==> config.mk <==
export PLATFORM = sky130hd
export DESIGN_NAME = wlrgb_ramp
export DESIGN_NICKNAME = d
export VERILOG_FILES = /design/src/rtl/wlrgb_pkg.sv /design/src/rtl/wlrgb_ramp.sv
export SDC_FILE = /design/constraint.sdc
export NUM_CORES = 1
export LEC_CHECK = 0
export ABC_AREA = 1
export BUFFER_PORTS_ARGS = -buffer_cell sky130_fd_sc_hd__buf_2
export CORE_ASPECT_RATIO = 0.9
export CORE_MARGIN = 1.5
export CORE_UTILIZATION = 45
export DETAILED_ROUTE_END_ITERATION = 7
export SLEW_MARGIN = 10
export SYNTH_ARGS = -nofsm -noshare
export SYNTH_HDL_FRONTEND = slang
export SYNTH_SLANG_ARGS = --single-unit
==> constraint.sdc <==
create_clock -name clk -period 4.8 [get_ports clk]
set_input_delay 0.24 -clock clk [delete_from_list [all_inputs] [get_ports clk]]
set_output_delay 0.24 -clock clk [all_outputs]
set_load 0.02 [all_outputs]
==> src/rtl/wlrgb_pkg.sv <==
package wlrgb_pkg;

  localparam int WL_W       = 14;
  localparam int INT_W      = 9;
  localparam int OUT_BITS   = 8;
  localparam int Q_FRAC     = 16;
  localparam int Q_W        = Q_FRAC + 1;
  localparam int F_W        = Q_W + 1;
  localparam int NUM_LINES  = 7;
  localparam int NOTCH_SPAN = 55;
  localparam int NOTCH_CODE_W = 6;
  localparam int RAMP_NUM_W = 14;
  localparam int RCP_W      = 36;
  localparam int RCP_SHIFT  = 28;
  localparam int RCP_EXP    = RCP_SHIFT + Q_FRAC;
  localparam int CFG_INDEX_W = 2;

  localparam logic [Q_W-1:0]      ONE_Q16   = Q_W'(1 << Q_FRAC);
  localparam logic [INT_W-1:0]    INTEN_ONE = INT_W'(256);
  localparam logic [OUT_BITS-1:0] FULL      = OUT_BITS'((1 << OUT_BITS) - 1);

  localparam logic [CFG_INDEX_W-1:0] CFG_NOTCH_ENABLE = CFG_INDEX_W'(0);
  localparam logic [CFG_INDEX_W-1:0] CFG_INVERT_MODE  = CFG_INDEX_W'(1);

  // band edges in 1/16 nm
  localparam logic [WL_W-1:0] W_380 = WL_W'(6080);
  localparam logic [WL_W-1:0] W_420 = WL_W'(6720);
  localparam logic [WL_W-1:0] W_440 = WL_W'(7040);
  localparam logic [WL_W-1:0] W_490 = WL_W'(7840);
  localparam logic [WL_W-1:0] W_510 = WL_W'(8160);
  localparam logic [WL_W-1:0] W_580 = WL_W'(9280);
  localparam logic [WL_W-1:0] W_645 = WL_W'(10320);
  localparam logic [WL_W-1:0] W_701 = WL_W'(11216);
  localparam logic [WL_W-1:0] W_781 = WL_W'(12496);

  // falloff numerators: 7w - 40640 below, 91200 - 7w above
  localparam logic [WL_W+2:0] FALL_LO_OFS = (WL_W+3)'(40640);
  localparam logic [WL_W+2:0] FALL_HI_OFS = (WL_W+3)'(91200);

  // ceil(2^44 / den): floor(num * rcp >> 28) == floor(num * 65536 / den)
  localparam logic [RCP_W-1:0] RCP_960   = RCP_W'(((64'd1 << RCP_EXP) + 64'd959) / 64'd960);
  localparam logic [RCP_W-1:0] RCP_1120  = RCP_W'(((64'd1 << RCP_EXP) + 64'd1119) / 64'd1120);
  localparam logic [RCP_W-1:0] RCP_800   = RCP_W'(((64'd1 << RCP_EXP) + 64'd799) / 64'd800);
  localparam logic [RCP_W-1:0] RCP_1040  = RCP_W'(((64'd1 << RCP_EXP) + 64'd1039) / 64'd1040);
  localparam logic [RCP_W-1:0] RCP_320   = RCP_W'(((64'd1 << RCP_EXP) + 64'd319) / 64'd320);
  localparam logic [RCP_W-1:0] RCP_6400  = RCP_W'(((64'd1 << RCP_EXP) + 64'd6399) / 64'd6400);
  localparam logic [RCP_W-1:0] RCP_12800 = RCP_W'(((64'd1 << RCP_EXP) + 64'd12799) / 64'd12800);

  localparam logic [WL_W-1:0] BALMER_LINE [NUM_LINES] = '{
    14'd10504, 14'd7780, 14'd6947, 14'd6565, 14'd6354, 14'd6224, 14'd6138
  };

  localparam logic [Q_W-1:0] NOTCH_TABLE [NOTCH_SPAN] = '{
    17'd0,     17'd256,   17'd1016,  17'd2264,  17'd3971,  17'd6097,  17'd8597,  17'd11417,
    17'd14497, 17'd17776, 17'd21192, 17'd24685, 17'd28195, 17'd31669, 17'd35059, 17'd38323,
    17'd41427, 17'd44343, 17'd47051, 17'd49538, 17'd51799, 17'd53832, 17'd55642, 17'd57237,
    17'd58629, 17'd59832, 17'd60862, 17'd61736, 17'd62471, 17'd63083, 17'd63588, 17'd64001,
    17'd64336, 17'd64605, 17'd64819, 17'd64989, 17'd65121, 17'd65224, 17'd65303, 17'd65364,
    17'd65409, 17'd65444, 17'd65469, 17'd65488, 17'd65502, 17'd65512, 17'd65519, 17'd65524,
    17'd65528, 17'd65530, 17'd65532, 17'd65533, 17'd65534, 17'd65535, 17'd65535
  };

  typedef enum logic [1:0] {
    MODE_ZERO,
    MODE_ONE,
    MODE_RAMP
  } shape_mode_t;

  typedef struct packed {
    shape_mode_t           mode;
    logic                  sel;
    logic [RAMP_NUM_W-1:0] num;
  } ramp_req_t;

  typedef struct packed {
    logic [WL_W-1:0]  wavelength;
    logic [INT_W-1:0] intensity;
  } wlrgb_in_t;

  typedef struct packed {
    logic [OUT_BITS-1:0] red;
    logic [OUT_BITS-1:0] green;
    logic [OUT_BITS-1:0] blue;
  } wlrgb_out_t;

  function automatic logic [Q_W-1:0] notch_lut(input logic [NOTCH_CODE_W-1:0] code);
    logic [Q_W-1:0] val;
    if (code < NOTCH_CODE_W'(NOTCH_SPAN)) begin
      val = NOTCH_TABLE[code];
    end else begin
      val = ONE_Q16;
    end
    return val;
  endfunction

endpackage

==> src/rtl/wlrgb_ramp.sv <==
module wlrgb_ramp #(
  parameter logic [wlrgb_pkg::RCP_W-1:0] RCP0 = wlrgb_pkg::RCP_960,
  parameter logic [wlrgb_pkg::RCP_W-1:0] RCP1 = wlrgb_pkg::RCP_960
) (
  input  logic                        clk,
  input  wlrgb_pkg::ramp_req_t        req,
  output logic [wlrgb_pkg::Q_W-1:0]   q_r
);

  localparam int PROD_W = wlrgb_pkg::RAMP_NUM_W + wlrgb_pkg::RCP_W;

  logic [wlrgb_pkg::RCP_W-1:0] rcp;
  logic [PROD_W-1:0]           prod;
  logic [wlrgb_pkg::Q_W-1:0]   q_nxt;

  always_comb begin
    rcp  = req.sel ? RCP1 : RCP0;
    prod = PROD_W'(req.num) * PROD_W'(rcp);
    case (req.mode)
      wlrgb_pkg::MODE_ONE:  q_nxt = wlrgb_pkg::ONE_Q16;
      wlrgb_pkg::MODE_RAMP: q_nxt = prod[wlrgb_pkg::RCP_SHIFT +: wlrgb_pkg::Q_W];
      default:              q_nxt = '0;
    endcase
  end

  always_ff @(posedge clk) begin
    q_r <= q_nxt;
  end

endmodule

==> metrics <==
outcome completed; number of failing hold endpoints at the final stage 0; share of async-settable or async-resettable flops after synthesis 0%; largest register by flop count q_r; flip-flop count of the largest register, all copies and words added 17; number of buffers inserted to repair setup after CTS 0; overall fraction of global-route tracks in use 20.5%; worst hold path type in -> reg; clock tree from TritonCTS done; Synth top cells by count sky130_fd_sc_hd__nand2_1, sky130_fd_sc_hd__inv_1, sky130_fd_sc_hd__ha_1; share of the clock period used by the worst path 79.9%; cell type with the largest total area after synthesis sky130_fd_sc_hd__ha_1; Crit path required time 4.95 ns; number of enable flip-flop cells after synthesis 0; arrival time of the worst setup path 3.98 ns; DRT Wirelength 8010 um; fin cells 654; largest registers q_r x17; synthesized area 3600 um2; depth of the worst hold-timing path 4; fraction of final layout cells sized beyond drive strength 1 8.42%; hold-fix buffer count after cts 0; count of vias placed by the detailed router 3184; most frequent cell on the critical path sky130_fd_sc_hd__ha_1; number of optimization iterations in the first detailed-route pass 4; clock-pin transition on the worst setup and hold timing paths 0.07 ns; total gr overflow 0; final max-slew violation count 0; Area growth syn-to-layout 8.75%; critical path buffer and inverter count 4; logic depth of the worst path, buffers included 19; max-capacitance violation count 0; mean area per synthesized cell 6.89 um2; initial antenna violation count 0; cell with the largest stage delay on the worst path sky130_fd_sc_hd__fa_1; final setup violation count 0; leading cell type by number of instances after synthesis sky130_fd_sc_hd__nand2_1; worst setup timing slack at the placement stage 0.687 ns; ratio of routed vias to standard cells 4.87; leak pwr 2.46 nW; critical path fanouts, max 14; areal power density over the cells 375 nW/um2; portion of total power attributed to the clock network 7.4%; number of global-route vias before repair 3236; launch point of the worst path req[9]; io pins 35; post_cts resized 0; Synth area leaders sky130_fd_sc_hd__ha_1, sky130_fd_sc_hd__nand2_1, sky130_fd_sc_hd__fa_1, sky130_fd_sc_hd__inv_1, sky130_fd_sc_hd__dfxtp_1; Routed wire per std cell 12.3 um; RePlAce Congestion 0.949; total of flip-flops plus latches after synthesis 17; utilization of the core after routing 51.2%; total internal power 625 uW; Final nets 691; I/O Buffers 33; WHS 0.325 ns; First DRT Iteration DRCs 100; buffer type at the clock tree root sky130_fd_sc_hd__clkbuf_8; yosys synthesis warning count 0; CTS H-tree depth 1; estimated wirelength of the detail-placed design 7200 um; Logic pwr share 81.2%; CP endpoint kind flip-flop; pin slew with the least headroom to its limit 0.429 ns; IR drop worst, VDD 0.177 mV; area of the die 8550 um2; CORE AREA 7660 um2; overall die height 87.9 um; largest delay contributor family on the critical path adder cells; worst relative slew slack 71.3%; pin count of the biggest net entering global routing 15; number of placed instances with taps included 650; prevailing post-synth register cell sky130_fd_sc_hd__dfxtp_1; switching power as a share of total power 57.5%; net count of the mapped netlist 655; clock period minus worst slack 3.83 ns; Min-Delay Endpoint q_r[16]; cell chain of the critical path buf_2, ha_1, inv_1, fa_1, fa_1, inv_1, ha_1, ha_1, ha_1, nand2_4, nor2_8, inv_4, nor2_1, nor2_1, nand3_1, a21oi_1, nand2_1, nand2_1, nor2_1; Distinct cells, synth 28; share of the synthesized area in the top cell type 31.6%; Max Root-Sink Buffers 2; category of the critical setup timing path in -> reg; final routed DRC violation total 0; power dissipated by switching net loads 844 uW; sequential group share of total power 11.3%; Post-DRT Antenna Nets 0; cell count after synthesis 523; Setup TNS Final 0 ns; Std-Cell Rows 30; Initial Utilization 47.1%; Chip Width 97.3 um; clock sinks 17; Seq/Total Area, Yosys 9.44%; f_max 261 MHz; Critical Path Source Type input port; longest individual stage delay on the worst path 0.49 ns; wire length of the first global-routing pass 14300 um; Antenna diodes 0; number of clock buffers inserted by TritonCTS 3; Final Worst Setup Slack 0.965 ns; unrepaired setup endpoints after global routing false; hold path startpoint req[15]
## kinds of logic after synthesis
family	after synthesis	share of synthesized area (%)
AND/OR/NAND/NOR	237	27.7
buffers and inverters	118	12.7
adder cells (fa/ha/maj)	114	44.4
AO/OA/AOI/OAI	34	5.03
flip-flops	17	9.44
XOR/XNOR	3	0.729
## tightest hold or removal path, delay by kind of cell
kind / cells / cell delay (ns)
adder cells (fa/ha/maj): 1 / 0.13
AND/OR/NAND/NOR: 2 / 0.10
buffers and inverters: 1 / 0.09
## metal layers
metal / vias to the layer above / GRT usage [%] / part of all wire, %
met3: 10 / 2.71 / 3.6
met4: 0 / 3.64 / 1.4
met2: 52 / 35.2 / 43
met1: 1423 / 28.2 / 52
met5: - / 0 / 0
li1: 1699 / - / -
## power by group through the flow
stage	clock (mW)	sequential, mW	combinational [mW]
floorplan	0	0.198	0.891
global placement	0	0.169	1.18
global route	0.118	0.168	1.40
finish	0.109	0.166	1.19
detailed placement	0	0.170	1.19
CTS	0.112	0.167	1.20
## stage by stage
stage                     area (um2)  power [mW]
final                           3920        1.47
after CTS                       3920        1.48
after floorplan                 3600        1.09
after global placement          3870        1.35
after detailed placement        3870        1.36
after global routing            3920        1.68
## final cells by class
cell class                      count  area, um2
Multi-Input combinational cell    388       2810
Clock buffer                        3       41.3
Inverter                          116        438
Sequential cell                    17        340
Tap cell                           96        120
Clock inverter                      1       7.51
Fill cell                         816       3740
Timing Repair Buffer               33        165
## cell usage in the layout (no fill, tap or decap)
cell                         Yosys  final
sky130_fd_sc_hd__nor2_2          1      1
sky130_fd_sc_hd__nand4_1         5      5
sky130_fd_sc_hd__nor3_2          2      2
sky130_fd_sc_hd__o21bai_1        2      2
sky130_fd_sc_hd__xor2_1          2      2
sky130_fd_sc_hd__nor2_8          1      1
sky130_fd_sc_hd__nand3b_1        1      1
sky130_fd_sc_hd__nand2_1       140    140
sky130_fd_sc_hd__ha_1           91     91
sky130_fd_sc_hd__nor3_4          1      1
sky130_fd_sc_hd__clkinv_1        1      1
sky130_fd_sc_hd__buf_2           0     33
sky130_fd_sc_hd__nor3_1          4      4
sky130_fd_sc_hd__nor2_1         57     57
sky130_fd_sc_hd__fa_1           23     23
sky130_fd_sc_hd__a31oi_1         1      1
sky130_fd_sc_hd__clkbuf_8        0      3
sky130_fd_sc_hd__dfxtp_1        17     17
sky130_fd_sc_hd__nand2_2         2      2
sky130_fd_sc_hd__a21o_1          2      2
sky130_fd_sc_hd__inv_1         114    114
sky130_fd_sc_hd__o21ai_0         4      4
sky130_fd_sc_hd__xnor2_1         1      1
sky130_fd_sc_hd__nand3_1        21     21
sky130_fd_sc_hd__a21oi_1        25     25
sky130_fd_sc_hd__clkinvlp_4      0      1
sky130_fd_sc_hd__nand2_4         1      1
sky130_fd_sc_hd__nand3_2         1      1
sky130_fd_sc_hd__inv_4           1      1
## how the worst max path moves through the flow
stage / endpoint / slack [ns]
floorplan: q_r[2] / 1.17
global placement: q_r[2] / 0.74
detailed placement: q_r[2] / 0.69
CTS: q_r[2] / 0.96
global route: q_r[10] / 0.70
finish: q_r[2] / 0.97
No activity file was read; power rests on OpenSTA's default activity.
